===== src/rtl/scpd_pkg.sv =====
`default_nettype none
// ----------------------------------------------------------------------------
// scpd_pkg
// Shared types, constants and the sine lookup for the phase duty core.
// ----------------------------------------------------------------------------
package scpd_pkg;

    // table geometry
    localparam int TABLE_ENTRIES = 120;
    localparam int POS_W         = $clog2(TABLE_ENTRIES);
    localparam logic [POS_W-1:0] POS_LAST = POS_W'(TABLE_ENTRIES - 1);

    // fixed point formats
    localparam int AMP_W         = 12;
    localparam int AMP_FRAC_BITS = 10;
    localparam int TAB_FRAC_BITS = 16;
    localparam int SUM_FRAC_BITS = AMP_FRAC_BITS + TAB_FRAC_BITS;
    localparam int SAMPLE_W      = 17;
    localparam int SUM_W         = AMP_W + 1 + SAMPLE_W;
    localparam int DUTY_W        = 16;
    localparam int DUTY_BITS_DEF = 16;

    // configuration port
    localparam int CFG_ADDR_W = 2;
    localparam int CFG_DATA_W = AMP_W;

    localparam logic [CFG_ADDR_W-1:0] CFG_PHASE_OFFSET = 2'd0;
    localparam logic [CFG_ADDR_W-1:0] CFG_AMPLITUDE    = 2'd1;
    localparam logic [CFG_ADDR_W-1:0] CFG_DRIVE_ENABLE = 2'd2;

    localparam logic [AMP_W-1:0] AMP_RESET = 12'd512;

    typedef logic signed [SAMPLE_W-1:0] t_sample;

    // command into the position / rom stage
    typedef struct packed {
        logic             step;
        logic             dir;
        logic             load;
        logic [POS_W-1:0] offset;
    } t_pos_cmd;

    // beat held in the rom stage
    typedef struct packed {
        logic             valid;
        logic [POS_W-1:0] pos;
        t_sample          entry;
    } t_s1_beat;

    // half-amplitude sine samples, signed q0.16
    localparam t_sample SINE_Q16 [TABLE_ENTRIES] = '{
        17'sd0, 17'sd1729, 17'sd3454, 17'sd5169, 17'sd6869, 17'sd8550, 17'sd10208,
        17'sd11837, 17'sd13433, 17'sd14992, 17'sd16509, 17'sd17980, 17'sd19400,
        17'sd20767, 17'sd22076, 17'sd23323, 17'sd24505, 17'sd25619, 17'sd26661,
        17'sd27630, 17'sd28521, 17'sd29333, 17'sd30063, 17'sd30709, 17'sd31269,
        17'sd31743, 17'sd32128, 17'sd32423, 17'sd32628, 17'sd32742, 17'sd32765,
        17'sd32697, 17'sd32537, 17'sd32287, 17'sd31946, 17'sd31517, 17'sd31000,
        17'sd30396, 17'sd29708, 17'sd28937, 17'sd28085, 17'sd27155, 17'sd26150,
        17'sd25071, 17'sd23923, 17'sd22707, 17'sd21429, 17'sd20091, 17'sd18696,
        17'sd17250, 17'sd15756, 17'sd14217, 17'sd12640, 17'sd11026, 17'sd9383,
        17'sd7713, 17'sd6021, 17'sd4313, 17'sd2593, 17'sd865,
        -17'sd865, -17'sd2593, -17'sd4313, -17'sd6021, -17'sd7713, -17'sd9383,
        -17'sd11026, -17'sd12640, -17'sd14217, -17'sd15756, -17'sd17250,
        -17'sd18696, -17'sd20091, -17'sd21429, -17'sd22707, -17'sd23923,
        -17'sd25071, -17'sd26150, -17'sd27155, -17'sd28085, -17'sd28937,
        -17'sd29708, -17'sd30396, -17'sd31000, -17'sd31517, -17'sd31946,
        -17'sd32287, -17'sd32537, -17'sd32697, -17'sd32765, -17'sd32742,
        -17'sd32628, -17'sd32423, -17'sd32128, -17'sd31743, -17'sd31269,
        -17'sd30709, -17'sd30063, -17'sd29333, -17'sd28521, -17'sd27630,
        -17'sd26661, -17'sd25619, -17'sd24505, -17'sd23323, -17'sd22076,
        -17'sd20767, -17'sd19400, -17'sd17980, -17'sd16509, -17'sd14992,
        -17'sd13433, -17'sd11837, -17'sd10208, -17'sd8550, -17'sd6869,
        -17'sd5169, -17'sd3454, -17'sd1729, 17'sd0
    };

    // offsets past the table end load the last entry
    function automatic logic [POS_W-1:0] clamp_pos(input logic [POS_W-1:0] p);
        clamp_pos = (p > POS_LAST) ? POS_LAST : p;
    endfunction

endpackage
`default_nettype wire


===== src/rtl/scpd_pos_rom.sv =====
`default_nettype none
// ----------------------------------------------------------------------------
// scpd_pos_rom
// Position register with wrap in both directions, and the synchronous sine
// rom read at the stepped position.
// ----------------------------------------------------------------------------
module scpd_pos_rom (
    input  wire logic              i_clk,
    input  wire logic              i_rst_n,
    input  wire scpd_pkg::t_pos_cmd i_cmd,
    input  wire logic              i_adv,
    output scpd_pkg::t_s1_beat     o_s1
);

    logic [scpd_pkg::POS_W-1:0] r_pos;
    logic [scpd_pkg::POS_W-1:0] n_pos;
    logic [scpd_pkg::POS_W-1:0] r_s1_pos;
    logic                       r_s1_valid;
    scpd_pkg::t_sample          r_entry;

    // next position, wrapping at both ends
    always_comb begin
        if (i_cmd.dir == 1'b0) begin
            n_pos = (r_pos == scpd_pkg::POS_LAST) ? '0 : r_pos + 1'b1;
        end else begin
            n_pos = (r_pos == '0) ? scpd_pkg::POS_LAST : r_pos - 1'b1;
        end
    end

    // position register; an offset write reloads it
    always_ff @(posedge i_clk) begin
        if (!i_rst_n) begin
            r_pos <= '0;
        end else if (i_cmd.load) begin
            r_pos <= scpd_pkg::clamp_pos(i_cmd.offset);
        end else if (i_cmd.step) begin
            r_pos <= n_pos;
        end
    end

    // stage valid
    always_ff @(posedge i_clk) begin
        if (!i_rst_n) begin
            r_s1_valid <= 1'b0;
        end else if (i_cmd.step) begin
            r_s1_valid <= 1'b1;
        end else if (i_adv) begin
            r_s1_valid <= 1'b0;
        end
    end

    // rom read, registered data
    always_ff @(posedge i_clk) begin
        if (i_cmd.step) begin
            r_entry  <= scpd_pkg::SINE_Q16[n_pos];
            r_s1_pos <= n_pos;
        end
    end

    assign o_s1.valid = r_s1_valid;
    assign o_s1.pos   = r_s1_pos;
    assign o_s1.entry = r_entry;

endmodule
`default_nettype wire


===== src/rtl/sine_commutation_phase_duty_core.sv =====
`default_nettype none
// ----------------------------------------------------------------------------
// sine_commutation_phase_duty_core
// PWM duty for one motor phase: each step moves through a sine table and
// the duty is one half plus amplitude times the sample, saturated.
// ----------------------------------------------------------------------------
//  channel  direction  handshake                 payload
//  in       input      i_in_valid / o_in_stall   i_direction
//  out      output     o_out_valid / i_out_stall o_duty o_position o_inhibit_n
//                                                o_clipped
//  cfg      input      i_cfg_we                  i_cfg_addr i_cfg_wdata
//
//  an accepted beat passes the rom read register, then multiply, round and
//  saturate into the output register. one beat per cycle sustained unless
//  out stalls; the output register and the rom stage each hold one beat, so
//  the input stalls only while both are full and out stalls.
//  synchronous active-low reset; no clearing pass.
// ----------------------------------------------------------------------------
module sine_commutation_phase_duty_core #(
    parameter int DUTY_BITS = scpd_pkg::DUTY_BITS_DEF
) (
    input  wire logic                            i_clk,
    input  wire logic                            i_rst_n,
    input  wire logic                            i_in_valid,
    output logic                                 o_in_stall,
    input  wire logic                            i_direction,
    output logic                                 o_out_valid,
    input  wire logic                            i_out_stall,
    output logic [scpd_pkg::DUTY_W-1:0]          o_duty,
    output logic [scpd_pkg::POS_W-1:0]           o_position,
    output logic                                 o_inhibit_n,
    output logic                                 o_clipped,
    input  wire logic                            i_cfg_we,
    input  wire logic [scpd_pkg::CFG_ADDR_W-1:0] i_cfg_addr,
    input  wire logic [scpd_pkg::CFG_DATA_W-1:0] i_cfg_wdata
);

    localparam int SHIFT = scpd_pkg::SUM_FRAC_BITS - DUTY_BITS;
    localparam int SW    = scpd_pkg::SUM_W;
    localparam logic signed [SW-1:0] C_HALF  = SW'(1) << (scpd_pkg::SUM_FRAC_BITS - 1);
    localparam logic signed [SW-1:0] C_ROUND = SW'(1) << (SHIFT - 1);

    logic [scpd_pkg::AMP_W-1:0] r_amplitude;
    logic                       r_drive_enable;
    logic                       r_out_valid;
    logic [DUTY_BITS-1:0]       r_duty;
    logic [scpd_pkg::POS_W-1:0] r_position;
    logic                       r_inhibit_n;
    logic                       r_clipped;

    logic                       w_adv;
    scpd_pkg::t_pos_cmd         w_cmd;
    scpd_pkg::t_s1_beat         w_s1;
    logic signed [SW-1:0]       w_prod;
    logic signed [SW-1:0]       w_sum;
    logic                       w_neg;
    logic                       w_over;
    logic [DUTY_BITS-1:0]       w_duty;

    // handshake: output register frees, rom stage moves up
    assign w_adv       = !r_out_valid || !i_out_stall;
    assign o_in_stall  = w_s1.valid && !w_adv;

    // command to the position stage
    always_comb begin
        w_cmd.step   = i_in_valid && !o_in_stall;
        w_cmd.dir    = i_direction;
        w_cmd.load   = i_cfg_we && (i_cfg_addr == scpd_pkg::CFG_PHASE_OFFSET);
        w_cmd.offset = i_cfg_wdata[scpd_pkg::POS_W-1:0];
    end

    scpd_pos_rom u_pos_rom (
        .i_clk   (i_clk),
        .i_rst_n (i_rst_n),
        .i_cmd   (w_cmd),
        .i_adv   (w_adv),
        .o_s1    (w_s1)
    );

    // configuration registers
    always_ff @(posedge i_clk) begin
        if (!i_rst_n) begin
            r_amplitude    <= scpd_pkg::AMP_RESET;
            r_drive_enable <= 1'b0;
        end else if (i_cfg_we) begin
            if (i_cfg_addr == scpd_pkg::CFG_AMPLITUDE) begin
                r_amplitude <= i_cfg_wdata;
            end
            if (i_cfg_addr == scpd_pkg::CFG_DRIVE_ENABLE) begin
                r_drive_enable <= i_cfg_wdata[0];
            end
        end
    end

    // half plus scaled sample, rounded half up, then saturated
    always_comb begin
        w_prod = SW'($signed({1'b0, r_amplitude})) * SW'($signed(w_s1.entry));
        w_sum  = w_prod + C_HALF + C_ROUND;
        w_neg  = w_sum[SW-1];
        w_over = |w_sum[SW-2:scpd_pkg::SUM_FRAC_BITS];
        priority if (w_neg) begin
            w_duty = '0;
        end else if (w_over) begin
            w_duty = '1;
        end else begin
            w_duty = w_sum[scpd_pkg::SUM_FRAC_BITS-1:SHIFT];
        end
    end

    // output register valid
    always_ff @(posedge i_clk) begin
        if (!i_rst_n) begin
            r_out_valid <= 1'b0;
        end else if (w_adv) begin
            r_out_valid <= w_s1.valid;
        end
    end

    // output register payload
    always_ff @(posedge i_clk) begin
        if (w_adv && w_s1.valid) begin
            r_duty      <= w_duty;
            r_position  <= w_s1.pos;
            r_inhibit_n <= r_drive_enable;
            r_clipped   <= w_neg || w_over;
        end
    end

    assign o_out_valid = r_out_valid;
    assign o_duty      = scpd_pkg::DUTY_W'(r_duty);
    assign o_position  = r_position;
    assign o_inhibit_n = r_inhibit_n;
    assign o_clipped   = r_clipped;

endmodule
`default_nettype wire

===== config.mk =====
export PLATFORM = sky130hd
export DESIGN_NAME = sine_commutation_phase_duty_core
export DESIGN_NICKNAME = d
export VERILOG_FILES = /design/src/rtl/scpd_pkg.sv /design/src/rtl/scpd_pos_rom.sv /design/src/rtl/sine_commutation_phase_duty_core.sv
export SDC_FILE = /design/constraint.sdc
export NUM_CORES = 1
export LEC_CHECK = 0
export ABC_AREA = 1
export BUFFER_PORTS_ARGS = -buffer_cell sky130_fd_sc_hd__buf_4
export CORE_AREA = 2 2 159 161
export CTS_CLUSTER_DIAMETER = 200
export DETAILED_ROUTE_END_ITERATION = 8
export DIE_AREA = 0 0 161 163
export HOLD_SLACK_MARGIN = 0.02
export PLACE_DENSITY = 0.73
export SLEW_MARGIN = 5
export SYNTH_ARGS = -nofsm -noshare
export SYNTH_HDL_FRONTEND = slang
export SYNTH_SLANG_ARGS = --single-unit

===== constraint.sdc =====
create_clock -name i_clk -period 17.6 [get_ports i_clk]
set_input_delay 2.64 -clock i_clk [delete_from_list [all_inputs] [get_ports i_clk]]
set_output_delay 2.64 -clock i_clk [all_outputs]
set_load 0.005 [all_outputs]

==> Word-level counts from Yosys, hierarchy flattened <==
Memory sizes are Yosys's and may differ from the RTL's. A register that Yosys moved wholly into a read port is not among the register bits.
Cells that the tools add are included.
{ "word_totals": {"n_memories": 1, "rom_bits": 2176, "output_inout_bits": 27, "inputBits": 20, "register_bits": 54, "elab_cells": 47} }
{ "memory_table": {"columns": ["memory", "words", "width", "rd", "rd_clocked_by_memory_dff", "write_ports", "line", "source"], "rows": [
  ["(name not given)", 128, 17, 1, 1, 0, "scpd_pos_rom.sv:55", "r_entry <= scpd_pkg::SINE_Q16[n_pos];"]
]} }
{ "classes": {"n_reduce_logical": 17, "n_addsub": 4, "mux": 9, "n_bitwise": 1, "eq_ne": 3, "multipliers": 1, "order_cmp": 1} }
{ "op_table": {"columns": ["op", "count"], "rows": [
  ["2-to-1 mux 7 bit", 6],
  ["adder 30 x 11 -> 30 bit, second input constant", 1],
  ["adder 30 x 27 -> 30 bit, second input constant", 1],
  ["multiplier 13 x 17 -> 30 bit", 1],
  ["2-to-1 mux 16 bit", 1],
  ["inverter 7 -> 8 bit", 1],
  ["adder 7 x 1 -> 7 bit, second input constant", 1],
  ["== test 7 bit, second input constant", 1],
  ["greater-than comparator 7 bit, second input constant", 1],
  ["zero test 7 bit", 1],
  ["subtractor 7 x 1 -> 7 bit, second input constant", 1],
  ["logical AND 1 bit", 4],
  ["zero test 1 bit", 4],
  ["AND reduction 2 bit", 2],
  ["nonzero test 2 bit", 2],
  ["OR reduction 3 bit", 1],
  ["== test 2 x 1 -> 1 bit, second input constant", 1],
  ["== test 2 bit, second input constant", 1],
  ["zero test 2 bit", 1],
  ["logical OR 1 bit", 2],
  ["2-to-1 mux 1 bit", 2]
]} }

==> Logic depth before layout (Yosys ltp) <==
{ "logic_depth": {"word_depth": 8, "depth_mapped": 31, "depth_no_buf": 28} }

==> Hierarchy <==
A second synthesis with hierarchy kept.
{ "unflattened": {"cells_unflattened": 2038, "hier_area_um2": 14169.8} }
{ "by_module_without_submodules": {"columns": ["mod", "seq_area_each_um2", "area_each_um2", "cells_each", "n_inst"], "rows": [
  ["sine_commutation_phase_duty_core", 1031.0, 9975.8, 1275, 1],
  ["scpd_pos_rom", 850.8, 4194.0, 763, 1]
]} }

==> Worst setup path before layout <==
No wires, ideal clock.
{ "synth_timing": {"kind": "flip-flop to flip-flop", "start": "register u_pos_rom.r_entry[15]", "end": "register r_duty[2], in the netlist o_duty[2], data pin", "t_arrival_ns": 5.489, "path_slack_ns": 11.862, "path_stages_with_launch": 29, "path_buffers": 2, "required_time_ns": 17.351, "synth_period_minus_slack_ns": 5.738, "setup_ns": 0.249, "cell_sequence": "edfxtp_1 > clkbuf_1 > nand2_1 > inv_1 > fa_1 > fa_1 > inv_1 > fa_1 > inv_1 > fa_1 > inv_1 > fa_1 > inv_1 > fa_1 > ha_1 > nand2_1 > nor2_1 > nand2_1 > nor2_1 > nand2_1 > nand3_1 > nand2_1 > nand2_1 > nand3_1 > nor2_4 > buf_6 > nand2_1 > nand2_1 > inv_1"} }
{ "synth_via": {"elab_chain_len": 5} }
{ "synth_rtl": {"columns": ["item", "line", "source"], "rows": [
  ["start, declared", "scpd_pos_rom.sv:19", "scpd_pkg::t_sample r_entry;"],
  ["multiplier 13 x 17 -> 30 bit *", "sine_commutation_phase_duty_core.sv:97", "w_prod = SW'($signed({1'b0, r_amplitude})) * SW'($signed(w_s1.entry));"],
  ["adder 30 x 27 -> 30 bit *", "sine_commutation_phase_duty_core.sv:98", "w_sum = w_prod + C_HALF + C_ROUND;"],
  ["adder 30 x 11 -> 30 bit *", "sine_commutation_phase_duty_core.sv:98", null],
  ["OR reduction 3 bit", "sine_commutation_phase_duty_core.sv:100", "w_over = |w_sum[SW-2:scpd_pkg::SUM_FRAC_BITS];"],
  ["2-to-1 mux 16 bit", "sine_commutation_phase_duty_core.sv:103", "end else if (w_over) begin"],
  ["end signal, assigned", "sine_commutation_phase_duty_core.sv:122", "r_duty <= w_duty;"],
  ["end, declared", "sine_commutation_phase_duty_core.sv:46", "logic [DUTY_BITS-1:0] r_duty;"]
]} }
Every way passes the cells marked *; elsewhere a longest branch is shown, timed or not.
A chain may end at the register's enable or synchronous reset.

==> Worst setup path in the final report <==
{ "layout_timing": {"start": "register r_amplitude[4] in the netlist's numbering", "end": "register r_duty[6], in the netlist o_duty[6], data pin"} }
{ "layout_via": {"elab_chain_len": 5} }
{ "layout_rtl": {"columns": ["item", "line", "source"], "rows": [
  ["start, declared", "sine_commutation_phase_duty_core.sv:43", "logic [scpd_pkg::AMP_W-1:0] r_amplitude;"],
  ["start signal, assigned", "sine_commutation_phase_duty_core.sv:83", "r_amplitude <= scpd_pkg::AMP_RESET;"],
  ["start signal, assigned", "sine_commutation_phase_duty_core.sv:87", "r_amplitude <= i_cfg_wdata;"],
  ["multiplier 13 x 17 -> 30 bit *", "sine_commutation_phase_duty_core.sv:97", null],
  ["adder 30 x 27 -> 30 bit *", "sine_commutation_phase_duty_core.sv:98", null],
  ["adder 30 x 11 -> 30 bit *", "sine_commutation_phase_duty_core.sv:98", null],
  ["OR reduction 3 bit", "sine_commutation_phase_duty_core.sv:100", null],
  ["2-to-1 mux 16 bit", "sine_commutation_phase_duty_core.sv:103", null]
]} }
Marks and branches as above.

==> summary.txt <==
Global route
  – Pin count of the biggest net entering global routing: 67
  – First-pass GRT wire length: 60.8 mm
  – GR Util All Layers: 0.289
  – Initial antenna violation count: 0
  – Number of global-route vias before repair: 12.3k
  – Gr ovfl total: 0

Yosys
  – Yosys synthesis warning count: 0
  – Unique masters post-synth: 37
  – Sequential element share of the synthesized area: 0.138
  – Post-synth EDFFs: 48
  – Post-synthesis cell area: 0.0136 mm2
  – Adder-cell share of the synthesized area: 0.370
  – Post-Synth XOR/XNOR Area: 0.0155
  – Post-Syn Instances: 1911
  – Mux cell area share after synthesis: 0
  – Area leader, netlist: fa_1
  – #FFs+latches synth: 70
  – Synthesized area per cell: 7.13 um2
  – Synth top area cells: fa_1 (28%), nand2_1 (17%), edfxtp_1 (11%)
  – Largest family of logic cells by synthesized area: adder cells
  – Top cell type's share of synthesized area: 0.281
  – Asr flop ratio synth: 0
  – Simple-gate area share of the yosys netlist: 0.288
  – Syn_nets: 2219
  – Complex-gate fraction of the synthesized area: 0.0473
  – Top FF cell, synth: edfxtp_1

Detailed routing
  – First-pass iteration count of the detailed router: 6
  – Post-DR vias/cell: 5.43
  – Mean routed wirelength per cell: 16.5 um
  – Antenna Nets Post-Route: 0
  – Starting DRC count in detailed routing: 980
  – Via count: 12.1k
  – DRC Markers: 0
  – Wirelength, routed: 36.7 mm

Timing
  – Slew Limit Fails: 0
  – Setup_tns: 0 ns
  – Final setup fails: 0
  – Tightest Pin Transition: 0.867 ns
  – Fin crit share: 0.365
  – Post-layout min period: 6.42 ns
  – Final Skew: 0.0175 ns
  – Final Hold Vio Count: 0
  – Fmax: 0.156 GHz
  – RSZ-0062 raised after global routing: no
  – Relative slew slack: 0.421

Final layout
  – Finished Layout Cells: 2228
  – Share of layout cells above drive strength 1: 0.0595
  – Final Cell Area: 0.0143 mm2
  – # diodes: 0
  – Post-layout util: 0.579
  – Synth-to-Final Area Change: 4.91%
  – # nets final: 2201

Setup path
  – Reg2reg setup slack: 11.18 ns
  – CP arrival: 6.52 ns
  – Critical R2R Launch: r_amplitude[4]$_SDFFE_PN0P_
  – Critical Path Start Type: register
  – Highest-delay cell along the critical path: dfxtp_1
  – Crit Path Max Fanout: 17
  – Worst path max stage delay: 0.75 ns
  – Kind of critical path: register to register
  – Worst R2R End: o_duty[6]$_SDFFCE_PP0P_
  – R2R depth: 26
  – Worst Path Required: 17.70 ns
  – Critical path's most frequent cell: nand2_1
  – Worst setup EP type: register

Floorplan
  – Die ar.: 0.0262 mm2
  – Die Wd: 161 um
  – Die H: 163 um
  – Number of cell rows: 58
  – I/O pins: 47
  – Starting density of the core: 0.552
  – Core Area: 0.0247 mm2

Power
  – Pwr Density: 131 mW/mm2
  – Peak VDD IR: 0.0000873 V
  – PnR Total Power: 0.00187 W
  – Total leakage power: 8.19 nW

Clock network
  – TritonCTS clock tree: built
  – Post-CTS setup buffers: 0
  – TritonCTS Sinks: 70
  – Root buf cell: clkbuf_16
  – CTS clk-pin slew, worst paths: 0.07 ns
  – TritonCTS Buffers: 9
  – Post-CTS Resized: 0
  – Longest Clk Path Bufs: 2
  – Hold buffer count at cts: 0
  – Max H-tree Level: 3
  – Clock latency on the worst-skew pair: 0.35 ns

Hold path
  – Hold Path Origin: u_pos_rom.r_s1_pos[3]$_DFFE_PP_
  – Worst Hold Depth: 0
  – Worst Hold Class: register to register
  – Hold path endpoint: o_position[3]$_DFFE_PP_

Place
  – PortBufs: 46
  – Placed Cells: 2212
  – Global placement routability congestion: 0.983
  – Cell Area, Placed: 0.0140 mm2
  – Post-DP HPWL: 29.2 mm

Status
  – Status: finished clean

Run
  – Max Cap Viol: 0
==> layer usage <==
layer,track usage,up-vias,share of wire
met2,0.500,514,0.48
met3,0.0364,118,0.065
li1,-,5728,-
met5,0,-,0
met4,0.129,0,0.040
met1,0.365,5737,0.41
==> logic make-up (layout without fill, tap and decap cells) <==
kind of cell / count (synthesis) / count (layout)
adders and majority gates: 288 / 288
and+or+nand+nor: 942 / 942
xor gates and xnor gates: 22 / 22
DFF: 70 / 70
AOI/OAI and AO/OA: 114 / 114
buffers and inverters: 475 / 462
==> flip-flops by register name (all words and copies together) (netlist names) <==
register,flops
u_pos_rom.r_pos,7
o_clipped,1
u_pos_rom.r_s1_pos,7
r_amplitude,12
o_position,7
o_out_valid,1
r_drive_enable,1
o_inhibit_n,1
o_duty,16
u_pos_rom.r_entry,16
u_pos_rom.r_s1_valid,1
==> synthesized netlist by cell type (10+ instances only) <==
cell type    n
buf_4       12
nand3_1    167
dfxtp_1     22
nand4_1     12
xnor2_1     14
fa_1       191
ha_1        97
inv_1      382
buf_2       17
edfxtp_1    48
o21ai_1     13
o21ai_0     32
nor2_1     108
nand2_2     12
clkbuf_1    46
buf_6       10
nand2_1    616
a21oi_1     43
==> worst max path at each step <==
| stage | endpoint | start | slack [ns] |
|---|---|---|---|
| final | o_duty[6]$_SDFFCE_PP0P_ | r_amplitude[4]$_SDFFE_PN0P_ | 11.18 |
| after global routing | o_duty[14]$_SDFFCE_PP0P_ | r_amplitude[4]$_SDFFE_PN0P_ | 10.71 |
| after CTS | o_duty[6]$_SDFFCE_PP0P_ | r_amplitude[4]$_SDFFE_PN0P_ | 11.19 |
| after detailed placement | o_duty[6]$_SDFFCE_PP0P_ | r_amplitude[4]$_SDFFE_PN0P_ | 11.21 |
| after global placement | o_duty[12]$_SDFFCE_PP0P_ | r_amplitude[4]$_SDFFE_PN0P_ | 11.34 |
| after floorplan | o_duty[2]$_SDFFCE_PP0P_ | u_pos_rom.r_entry[15]$_DFFE_PP_ | 11.86 |
==> final cells by class <==
class / instances / area [um2]
fill: 2335 / 10400
multi-input combinational: 1366 / 9820
sequential: 70 / 1880
inverter: 390 / 1460
timing repair buffer: 56 / 420
tap: 330 / 413
clock buffer: 9 / 225
clock inverter: 7 / 61.3
==> power breakdown <==
part | leakage (nW) | switching, W | internal [W] | total [W]
clock | 0.135 | 0.0000803 | 0.0000981 | 0.000178
combinational | 7.41 | 0.000880 | 0.000507 | 0.00139
sequential | 0.640 | 0.0000535 | 0.000251 | 0.000305
total | 8.19 | 0.00101 | 0.000857 | 0.00187
==> through the flow <==
step / hold WS (ns) / setup WS [ns]
after floorplan: 0.400 / 11.86
after global placement: 0.410 / 11.34
after detailed placement: 0.411 / 11.21
after CTS: 0.426 / 11.19
after global routing: 0.437 / 10.71
final: 0.424 / 11.18
==> critical path: cells and delay by family (launching register included) <==
family,cells,cell delay (ns)
adder cells (fa/ha/maj),7,3.32
AND/OR/NAND/NOR,13,1.65
buffers and inverters,6,0.45
flip-flops,1,0.75
==> cells in the final DEF (no fill, tap or decap), drive strengths merged <==
master    synthesis  final
a21boi            1      1
a21o              1      1
a21oi            44     44
a31oi             8      8
buf              39     56
clkbuf           46      9
clkinv            0      1
clkinvlp          0      2
dfxtp            22     22
edfxtp           48     48
fa              191    191
ha               97     97
inv             390    394
nand2           630    630
nand3           173    173
nand3b            6      6
nand4            12     12
nor2            115    115
nor3              6      6
o211ai            3      3
o21a              3      3
o21ai            46     46
o21bai            8      8
xnor2            15     15
xor2              7      7
(Power assumes the default switching activity.)
